**src/sv/sfa_pkg.sv**
```systemverilog
// shared types and codes of the segment fit allocator
`default_nettype none
package sfa_pkg;
  localparam int SEG_N  = 32;
  localparam int IDX_W  = $clog2(SEG_N);
  localparam int CNT_W  = $clog2(SEG_N + 1);
  localparam int ADDR_W = 16;

  typedef struct packed {
    logic [ADDR_W-1:0] off;
    logic [ADDR_W-1:0] size;
    logic              used;
  } seg_t;

  localparam logic [1:0] CMD_ALLOC = 2'd0;
  localparam logic [1:0] CMD_FREE  = 2'd1;
  localparam logic [1:0] CMD_QUERY = 2'd2;

  localparam logic [1:0] ST_OK    = 2'd0;
  localparam logic [1:0] ST_NOFIT = 2'd1;
  localparam logic [1:0] ST_FULL  = 2'd2;
  localparam logic [1:0] ST_BAD   = 2'd3;

  localparam logic [1:0] FIT_FIRST = 2'd0;
  localparam logic [1:0] FIT_BEST  = 2'd1;
  localparam logic [1:0] FIT_WORST = 2'd2;
  localparam logic [1:0] FIT_NEXT  = 2'd3;

  localparam logic REG_STRATEGY = 1'b0;
  localparam logic REG_POOL     = 1'b1;

  typedef enum logic [8:0] {
    S_IDLE  = 9'b000000001,
    S_PICK  = 9'b000000010,
    S_FIND  = 9'b000000100,
    S_WRA   = 9'b000001000,
    S_WRB   = 9'b000010000,
    S_SHIFT = 9'b000100000,
    S_SPREP = 9'b001000000,
    S_STATS = 9'b010000000,
    S_DONE  = 9'b100000000
  } state_t;
endpackage
`default_nettype wire

```
**src/sv/segment_fit_allocator.sv**
```systemverilog
// segment fit allocator top level: segment table memory and command sequencer
//
// usage
//   commands enter on the s_axis channel: tuser carries cmd (0 alloc, 1 free,
//   2 query), tdata carries request_size and address. one result word leaves
//   on m_axis for every command, in order.
//   the apb port holds fit_strategy (address 0) and pool_size (address 4);
//   writing pool_size rebuilds the table as one free segment.
// command sequence (n = segment count)
//   every table scan issues n reads, then waits out the read latency and a drain.
//   a query is setup, statistics scan and result load; commands run one at a time.
//   an exact alloc adds a pick scan and a write; a free adds a find scan and a
//   write, and a merge also a shift of the moved entries; a split adds a pick
//   scan, a shift of the moved entries and two writes. the longest command is a
//   split at the head; the single read port sets this.
// reset
//   rst clears the controller; after reset (and after a pool_size write) entry 0
//   of the table is written before a command is taken.
// stalls
//   the result sits in an output register; the next command is accepted while
//   it waits, and the block holds before loading a second result.
`default_nettype none
module segment_fit_allocator import sfa_pkg::*; (
  input  logic        clk,
  input  logic        rst,
  input  logic        psel,
  input  logic        penable,
  input  logic        pwrite,
  input  logic [2:0]  paddr,
  input  logic [31:0] pwdata,
  output logic [31:0] prdata,
  output logic        pready,
  input  logic        s_axis_tvalid,
  output logic        s_axis_tready,
  input  logic [31:0] s_axis_tdata,  // request_size[15:0], address[31:16]
  input  logic [1:0]  s_axis_tuser,  // cmd[1:0]
  output logic        m_axis_tvalid,
  input  logic        m_axis_tready,
  // status[1:0], block_offset[17:2], free_bytes[33:18], allocated_bytes[49:34],
  // largest_free[65:50], hole_count[71:66], small_free_count[77:72],
  // probe_allocated[78], zero fill [79]
  output logic [79:0] m_axis_tdata
);

  // configuration
  logic [1:0]        strategy;
  logic [ADDR_W-1:0] pool;
  logic              init_pend;

  // table bookkeeping
  logic [CNT_W-1:0] cnt;
  logic [IDX_W-1:0] cursor;
  state_t           state;

  // latched command
  logic [1:0]        cmd_r;
  logic [ADDR_W-1:0] req_r;
  logic [ADDR_W-1:0] addr_r;

  // segment table memory
  seg_t             mem [SEG_N];
  seg_t             rdata;
  logic             we;
  logic [IDX_W-1:0] waddr;
  seg_t             wdata;

  // read sequencer shared by all scans and shifts
  logic [IDX_W-1:0] rd_ptr;
  logic [CNT_W-1:0] rd_left;
  logic             rd_up;
  logic             rd_wrap;
  logic             dv;
  logic [IDX_W-1:0] dtag;
  logic             issue;
  logic             scan_done;
  logic [IDX_W-1:0] rd_ptr_next;

  // pick and find results
  logic             have;
  logic [IDX_W-1:0] fk;
  seg_t             fent;
  seg_t             prev;
  seg_t             nxt;
  seg_t             last;
  logic             need_next;
  logic             nxt_have;

  // pending writes
  seg_t             wa_e;
  seg_t             wb_e;
  logic [IDX_W-1:0] wb_i;
  logic [1:0]       sh_dist;
  logic             shift_after;

  // result accumulation
  logic [1:0]        status_r;
  logic [ADDR_W-1:0] off_r;
  logic [ADDR_W-1:0] freeb;
  logic [ADDR_W-1:0] largest;
  logic [5:0]        holes;
  logic [5:0]        small_cnt;
  logic              probe;

  assign pready        = 1'b1;
  assign prdata        = (paddr[2] == REG_POOL) ? {16'b0, pool} : {30'b0, strategy};
  assign s_axis_tready = (state == S_IDLE) && !init_pend;

  // sequencer control
  assign issue     = ((state == S_PICK) || (state == S_FIND) || (state == S_STATS) ||
                      (state == S_SHIFT)) && (rd_left != '0);
  assign scan_done = (rd_left == '0) && !dv;

  always_comb begin
    if (rd_up) begin
      rd_ptr_next = rd_ptr - 1'b1;
    end else if (rd_wrap && ({1'b0, rd_ptr} + 1'b1 == cnt)) begin
      rd_ptr_next = '0;
    end else begin
      rd_ptr_next = rd_ptr + 1'b1;
    end
  end

  // write port selection
  always_comb begin
    we    = 1'b0;
    waddr = '0;
    wdata = '0;
    if (state == S_IDLE && init_pend) begin
      we    = 1'b1;
      wdata = '{off: '0, size: pool, used: 1'b0};
    end else if (state == S_SHIFT && dv) begin
      we    = 1'b1;
      waddr = rd_up ? IDX_W'(dtag + 1'b1) : IDX_W'(dtag - IDX_W'(sh_dist));
      wdata = rdata;
    end else if (state == S_WRA) begin
      we    = 1'b1;
      waddr = IDX_W'(fk + 1'b1);
      wdata = wa_e;
    end else if (state == S_WRB) begin
      we    = 1'b1;
      waddr = wb_i;
      wdata = wb_e;
    end
  end

  always_ff @(posedge clk) begin
    if (we) begin
      mem[waddr] <= wdata;
    end
    rdata <= mem[rd_ptr];
  end

  // candidate test during the pick scan
  logic pk_fits;
  logic pk_cand;
  always_comb begin
    pk_fits = !rdata.used && (rdata.size >= req_r);
    unique case (strategy)
      FIT_BEST:  pk_cand = pk_fits && (!have || rdata.size < fent.size);
      FIT_WORST: pk_cand = !rdata.used && (!have || rdata.size > fent.size);
      default:   pk_cand = pk_fits && !have;
    endcase
  end

  // alloc decision terms
  logic             al_ok;
  logic [IDX_W-1:0] al_start;
  logic [IDX_W-1:0] al_cur_exact;
  always_comb begin
    al_ok        = have && ((strategy != FIT_WORST) || (fent.size >= req_r));
    al_start     = ({1'b0, cursor} < cnt) ? cursor : '0;
    al_cur_exact = ({1'b0, fk} + 1'b1 < cnt) ? IDX_W'(fk + 1'b1) : '0;
  end

  // free decision terms: merge with free neighbours
  logic             fr_pf;
  logic             fr_nf;
  logic [IDX_W-1:0] fr_base;
  logic [ADDR_W-1:0] fr_size;
  logic [1:0]       fr_r;
  logic [CNT_W-1:0] fr_rem;
  logic [IDX_W-1:0] fr_src;
  logic [IDX_W-1:0] fr_c1;
  logic [IDX_W-1:0] fr_c2;
  always_comb begin
    fr_pf   = (fk != '0) && !prev.used;
    fr_nf   = nxt_have && !nxt.used;
    fr_base = fr_pf ? IDX_W'(fk - 1'b1) : fk;
    fr_size = fent.size + (fr_pf ? prev.size : '0) + (fr_nf ? nxt.size : '0);
    fr_r    = {1'b0, fr_pf} + {1'b0, fr_nf};
    fr_rem  = (fr_r == 2'd0) ? '0 :
              CNT_W'(cnt - {1'b0, fk} - CNT_W'(1) - CNT_W'(fr_nf));
    fr_src  = IDX_W'(fk + 1'b1 + IDX_W'(fr_nf));
    fr_c1   = (fr_pf && cursor >= fk) ? IDX_W'(cursor - 1'b1) : cursor;
    fr_c2   = (fr_nf && fr_c1 >= IDX_W'(fr_base + 1'b1)) ? IDX_W'(fr_c1 - 1'b1) : fr_c1;
  end

  logic load_out;
  assign load_out = (state == S_DONE) && (!m_axis_tvalid || m_axis_tready);

  always_ff @(posedge clk) begin
    if (rst) begin
      state         <= S_IDLE;
      init_pend     <= 1'b1;
      strategy      <= FIT_FIRST;
      pool          <= 16'hFFFF;
      cnt           <= CNT_W'(1);
      cursor        <= '0;
      dv            <= 1'b0;
      rd_left       <= '0;
      m_axis_tvalid <= 1'b0;
    end else begin
      dv   <= issue;
      dtag <= rd_ptr;
      if (issue) begin
        rd_left <= rd_left - 1'b1;
        rd_ptr  <= rd_ptr_next;
      end

      unique case (state)
        S_IDLE: begin
          if (init_pend) begin
            cnt       <= CNT_W'(1);
            cursor    <= '0;
            init_pend <= 1'b0;
          end else if (s_axis_tvalid) begin
            cmd_r     <= s_axis_tuser;
            req_r     <= s_axis_tdata[15:0];
            addr_r    <= s_axis_tdata[31:16];
            off_r     <= '0;
            have      <= 1'b0;
            need_next <= 1'b0;
            nxt_have  <= 1'b0;
            rd_up     <= 1'b0;
            rd_left   <= cnt;
            priority if (s_axis_tuser == CMD_ALLOC && s_axis_tdata[15:0] != '0) begin
              rd_ptr   <= (strategy == FIT_NEXT) ? al_start : '0;
              rd_wrap  <= (strategy == FIT_NEXT);
              state    <= S_PICK;
            end else if (s_axis_tuser == CMD_FREE) begin
              rd_ptr   <= '0;
              rd_wrap  <= 1'b0;
              state    <= S_FIND;
            end else if (s_axis_tuser == CMD_QUERY) begin
              status_r <= ST_OK;
              state    <= S_SPREP;
            end else begin
              // zero-size alloc or unknown command
              status_r <= ST_BAD;
              state    <= S_SPREP;
            end
          end
        end

        S_PICK: begin
          if (dv && pk_cand) begin
            have <= 1'b1;
            fk   <= dtag;
            fent <= rdata;
          end
          if (scan_done) begin
            shift_after <= 1'b0;
            priority if (!al_ok) begin
              status_r <= ST_NOFIT;
              state    <= S_SPREP;
            end else if (fent.size > req_r) begin
              if (cnt == CNT_W'(SEG_N)) begin
                status_r <= ST_FULL;
                state    <= S_SPREP;
              end else begin
                // split: open a slot after fk, then write remainder and head
                status_r <= ST_OK;
                off_r    <= fent.off;
                rd_ptr   <= IDX_W'(cnt - 1'b1);
                rd_left  <= CNT_W'(cnt - CNT_W'(1) - {1'b0, fk});
                rd_up    <= 1'b1;
                rd_wrap  <= 1'b0;
                wa_e     <= '{off: fent.off + req_r, size: fent.size - req_r, used: 1'b0};
                wb_e     <= '{off: fent.off, size: req_r, used: 1'b1};
                wb_i     <= fk;
                cnt      <= cnt + 1'b1;
                cursor   <= IDX_W'(fk + 1'b1);
                state    <= S_SHIFT;
              end
            end else begin
              status_r <= ST_OK;
              off_r    <= fent.off;
              wb_e     <= '{off: fent.off, size: fent.size, used: 1'b1};
              wb_i     <= fk;
              cursor   <= al_cur_exact;
              state    <= S_WRB;
            end
          end
        end

        S_FIND: begin
          if (dv) begin
            last <= rdata;
            if (!have && rdata.off == addr_r) begin
              have      <= 1'b1;
              fk        <= dtag;
              fent      <= rdata;
              prev      <= last;
              need_next <= 1'b1;
            end else if (need_next) begin
              nxt       <= rdata;
              nxt_have  <= 1'b1;
              need_next <= 1'b0;
            end
          end
          if (scan_done) begin
            if (!have || !fent.used) begin
              status_r <= ST_BAD;
              state    <= S_SPREP;
            end else begin
              status_r    <= ST_OK;
              wb_e        <= '{off: fr_pf ? prev.off : fent.off, size: fr_size, used: 1'b0};
              wb_i        <= fr_base;
              rd_ptr      <= fr_src;
              rd_left     <= fr_rem;
              rd_up       <= 1'b0;
              rd_wrap     <= 1'b0;
              sh_dist     <= fr_r;
              cnt         <= CNT_W'(cnt - CNT_W'(fr_r));
              cursor      <= fr_c2;
              shift_after <= 1'b1;
              state       <= S_WRB;
            end
          end
        end

        S_SHIFT: begin
          if (scan_done) begin
            state <= rd_up ? S_WRA : S_SPREP;
          end
        end

        S_WRA: begin
          state <= S_WRB;
        end

        S_WRB: begin
          state <= shift_after ? S_SHIFT : S_SPREP;
        end

        S_SPREP: begin
          rd_ptr    <= '0;
          rd_left   <= cnt;
          rd_up     <= 1'b0;
          rd_wrap   <= 1'b0;
          freeb     <= '0;
          largest   <= '0;
          holes     <= '0;
          small_cnt <= '0;
          probe     <= 1'b0;
          state     <= S_STATS;
        end

        S_STATS: begin
          if (dv) begin
            if (!rdata.used) begin
              freeb <= freeb + rdata.size;
              holes <= holes + 1'b1;
              if (rdata.size > largest) begin
                largest <= rdata.size;
              end
              if (rdata.size <= req_r) begin
                small_cnt <= small_cnt + 1'b1;
              end
            end
            // offsets rise, so the last entry at or below address holds it
            if (dtag == '0 || rdata.off <= addr_r) begin
              probe <= rdata.used;
            end
          end
          if (scan_done) begin
            state <= S_DONE;
          end
        end

        S_DONE: begin
          if (load_out) begin
            state <= S_IDLE;
          end
        end

        default: begin
          state <= S_IDLE;
        end
      endcase

      if (load_out) begin
        m_axis_tvalid <= 1'b1;
      end else if (m_axis_tready) begin
        m_axis_tvalid <= 1'b0;
      end

      // configuration writes must arrive only while idle; the block itself does not enforce this
      if (psel && penable && pwrite && pready) begin
        if (paddr[2] == REG_POOL) begin
          pool      <= pwdata[15:0];
          init_pend <= 1'b1;
        end else begin
          strategy  <= pwdata[1:0];
        end
      end
    end
  end

  // output word register, payload only
  always_ff @(posedge clk) begin
    if (load_out) begin
      m_axis_tdata <= {1'b0,
                       (cmd_r == CMD_QUERY) ? probe : 1'b0,
                       (cmd_r == CMD_QUERY) ? small_cnt : 6'd0,
                       holes,
                       largest,
                       pool - freeb,
                       freeb,
                       off_r,
                       status_r};
    end
  end

endmodule
`default_nettype wire

```
**config.mk**
```make
export PLATFORM = sky130hd
export DESIGN_NAME = segment_fit_allocator
export DESIGN_NICKNAME = d
export VERILOG_FILES = /design/src/sv/sfa_pkg.sv /design/src/sv/segment_fit_allocator.sv
export SDC_FILE = /design/constraint.sdc
export NUM_CORES = 2
export LEC_CHECK = 0
export ABC_AREA = 1
export BUFFER_PORTS_ARGS = -buffer_cell sky130_fd_sc_hd__buf_2
export CORE_MARGIN = 2
export CORE_UTILIZATION = 25
export CTS_CLUSTER_DIAMETER = 40
export DETAILED_ROUTE_END_ITERATION = 6
export PLACE_DENSITY = 0.37
export SLEW_MARGIN = 40
export SYNTH_ARGS = -nofsm -noshare
export SYNTH_HDL_FRONTEND = slang
export SYNTH_SLANG_ARGS = --single-unit
```
**constraint.sdc**
```tcl
create_clock -name clk -period 8.67 [get_ports clk]
set_input_delay 0.4335 -clock clk [delete_from_list [all_inputs] [get_ports clk]]
set_output_delay 0.4335 -clock clk [all_outputs]
set_load 0.02 [all_outputs]
```
==> impl_metrics.tcl <==
set metrics [dict create \
    power.density_nw_per_um2 349.3 \
    vias 45700 \
    post_cts.repair.setup_buffers 0 \
    viasPerCell 4.647 \
    placed_area_um2 72420 \
    crit_family "adder cells" \
    cp.buffers_inverters 2 \
    worstSetupEndpointType "flip-flop" \
    synth_top_area_share_pct 65.19 \
    r2r-start "fk[0]$_DFFE_PP_" \
    grt_pass1_wl_um 327100 \
    slowest_delay_ps 540 \
    stdcell_area_um2 82670 \
    yosysTopAreaCell "edfxtp_1" \
    synth_ff_type "edfxtp_1" \
    cellLeakagePower_nw 28.58 \
    final_cell_mix "1441 x edfxtp_1, 936 x nor2_1, 793 x o21ai_0" \
    clkTransAtPathRegs_ps 50 \
    layout-drive-gt1-share_pct 14.27 \
    synthesis.area_um2 66380 \
    ioPinCount 191 \
    yosysSeqAreaShare_pct 67.60 \
    fp-row-count 189 \
    crit_slowest_cell "edfxtp_1" \
    core_um2 264600 \
    slew_headroom_pct 41.73 \
    drtIter0Drc 3634 \
    track_usage_pct 16.55 \
    finalSetupViolCount 0 \
    grt_antenna_before_repair 10 \
    hold_end "state[6]$_SDFFE_PP0P_" \
    irDropWorstVdd_v 0.0002821 \
    area_delta_synth_final_pct 24.53 \
    finalMaxSlewViolations 0 \
    first_global_vias 45110 \
    final_common_cell "edfxtp_1" \
    cts_tree "built" \
    cp.arrival_ps 5540 \
    required_ps 9280 \
    cts_root_buffer "clkbuf_16" \
    setup_tns_ps 0 \
    maxCapViolCount 0 \
    cp_common_cell "nor2_1" \
    htreeDepth 5 \
    min_period_ps 4927 \
    chipHeight_um 519.3 \
    synth-edff-count 1441 \
    die_area_um2 269700 \
    clock-sinks 1521 \
    ant_nets 0 \
    fmax_mhz 203.0 \
    min_path_cells 3 \
    grt_max_degree 180 \
    period_share_pct 56.82 \
    syn-mean-instance-area_um2 11.63 \
    cp_max_fo 19 \
    path_cells "inv_1 -> ha_1 -> inv_1 -> nor2_1 -> nand2_1 -> nand2_2 -> nor2_1 -> fa_1 -> ha_1 -> fa_1 -> a21oi_1 -> nor2_1 -> nor2_1 -> o21ai_0 -> a31oi_1 -> o21a_1 -> o21ai_0 -> nor2_1 -> o21ai_0" \
    postSynth.asyncResetShare_pct 0 \
    worstHoldStart "rst" \
    place.gp.congestion 0.8338 \
    drt_wl_total_um 228100 \
    regToRegEndpoint "wb_e[14]$_DFFE_PP_" \
    rsz0062_at_grt "false" \
    insertion_delay_ps 910 \
    io_buffers 154 \
    fin_skew_ps 55.32 \
    rr_worst_depth 19 \
    cts_buffer_depth 4 \
    start_kind "flip-flop" \
    fp.dieW_um 519.3 \
    numCtsBuffers 294 \
    drt-pass1-iter-count 5 \
    tightest_slew_ps 874.0 \
    hold_path.class "in -> reg" \
    place_hpwl_um 139400 \
    ys.warnings.count 0 \
    synthCells 5709 \
    status "completed" \
    hold_viol 0 \
    setup.worst_path.class "reg -> reg" \
    nets 6378 \
    start_util_pct 25.09 \
    ys_ff_latch 1521 \
    avgRoutedWirePerCell_um 23.19 \
    reg2reg_slack_ps 3740 \
    ys_top_cells_by_area "edfxtp_1 65%, o21ai_0 6.2%, nor2_1 5.5%, ha_1 3.7%, o22ai_1 3.0%" \
    grt_overflow 0 \
    drc 0 \
    ys_types 63 \
]
## tightest hold or removal path, stage by stage
cell and delay [ps]:
buf_2 100, buf_4 240, nor2_1 150
## synth_stat cells (3+ instances only)
master	instances
or2_2	4
ha_1	197
nor2_4	8
o21ai_1	11
clkinv_1	4
xnor2_1	32
edfxtp_1	1441
nand4_1	27
nor2_2	8
nand2_4	3
o31ai_1	7
buf_2	13
o32ai_1	16
o22ai_1	322
nor3b_1	5
o221ai_1	5
o21ai_0	822
dfxtp_1	80
nand3_1	118
o211ai_1	7
inv_2	14
nand3b_1	8
o21a_1	10
a211oi_1	4
clkbuf_1	246
xor2_1	59
inv_1	386
a21oi_1	188
nor3_1	25
o21bai_1	5
a21o_1	8
nor4_1	3
a221oi_1	20
a31oi_1	14
nand2_1	515
nand2_2	11
fa_1	24
buf_1	16
nor2_1	974
a21boi_0	3
buf_4	19
## routing by layer
layer / vias to the layer above / global-route usage (%) / share of wire (%)
met4: 0 / 4.260 / 2.3
met2: 1117 / 26.92 / 46
met1: 22920 / 22.94 / 47
met5: - / 0 / 0
met3: 341 / 2.477 / 4.8
li1: 21330 / - / -
## power by group
group          internal (W)  switching, W  total (W)
sequential          0.00918      0.000286    0.00947
combinational       0.00207       0.00614    0.00821
clock               0.00736       0.00384     0.0112
## final cells by class
cell class	count	area, µm²
repair buffers	355	2743
flip-flops and latches	1521	44870
fillers	26770	182000
inverters	404	1536
well taps	3533	4420
clock buffers	348	7861
multi-input cells	3505	19420
clock inverters	165	1795
diodes	5	12.51
## repair_timing
item,CTS,global route
hold buffers,53,0
resized for setup,0,0
endpoints found under the hold margin,54,0
## flip-flops by register name, indices dropped and copies added, names as in the netlist, 6 cells and up
register	count
small_cnt	6
wa_e	32
rdata	33
mem	1056
holes	6
freeb	16
pool	16
fent	33
cnt	6
wb_e	33
rd_left	6
off_r	16
last	33
prev	33
state	9
nxt	17
largest	16
req_r	16
addr_r	16
m_axis_tdata	79
## stage by stage
step / power (W) / util [%] / cells / hold WS (ps) / setup slack, ps
floorplan: 0.01417 / - / 5725 / 400.3 / 3634
global placement: 0.01773 / 27.19 / 9238 / 400.7 / 3669
detailed placement: 0.01785 / 27.37 / 9263 / 405.2 / 3707
CTS: 0.02920 / 31.22 / 9829 / 49.42 / 3658
global route: 0.03033 / 31.24 / 9832 / 99.08 / 3331
finish: 0.02888 / 31.24 / 9836 / 120.2 / 3744
## worst max-delay path by stage
stage,start,end,slack [ps],depth (start not counted)
2_1_floorplan,req_r[0]$_DFFE_PP_,wb_e[0]$_SDFFCE_PP0P_,3630,12
3_3_place_gp,fk[0]$_DFFE_PP_,wb_e[12]$_DFFE_PP_,3670,19
3_5_place_dp,fk[0]$_DFFE_PP_,wb_e[12]$_DFFE_PP_,3710,19
4_1_cts,fk[0]$_DFFE_PP_,wb_e[14]$_DFFE_PP_,3660,19
5_1_grt,fk[0]$_DFFE_PP_,wb_e[14]$_DFFE_PP_,3330,20
6_report,fk[0]$_DFFE_PP_,wb_e[14]$_DFFE_PP_,3740,19
## cells by family after synthesis
group                      synth area share [%]
other                                   0.01131
and+or+nand+nor                           10.55
DFF                                       67.60
xor gates and xnor gates                  1.201
adders and majority gates                 4.437
buffers and inverters                     4.086
AOI/OAI and AO/OA                         12.12
Note: power is estimated with default switching activity, not from simulation.
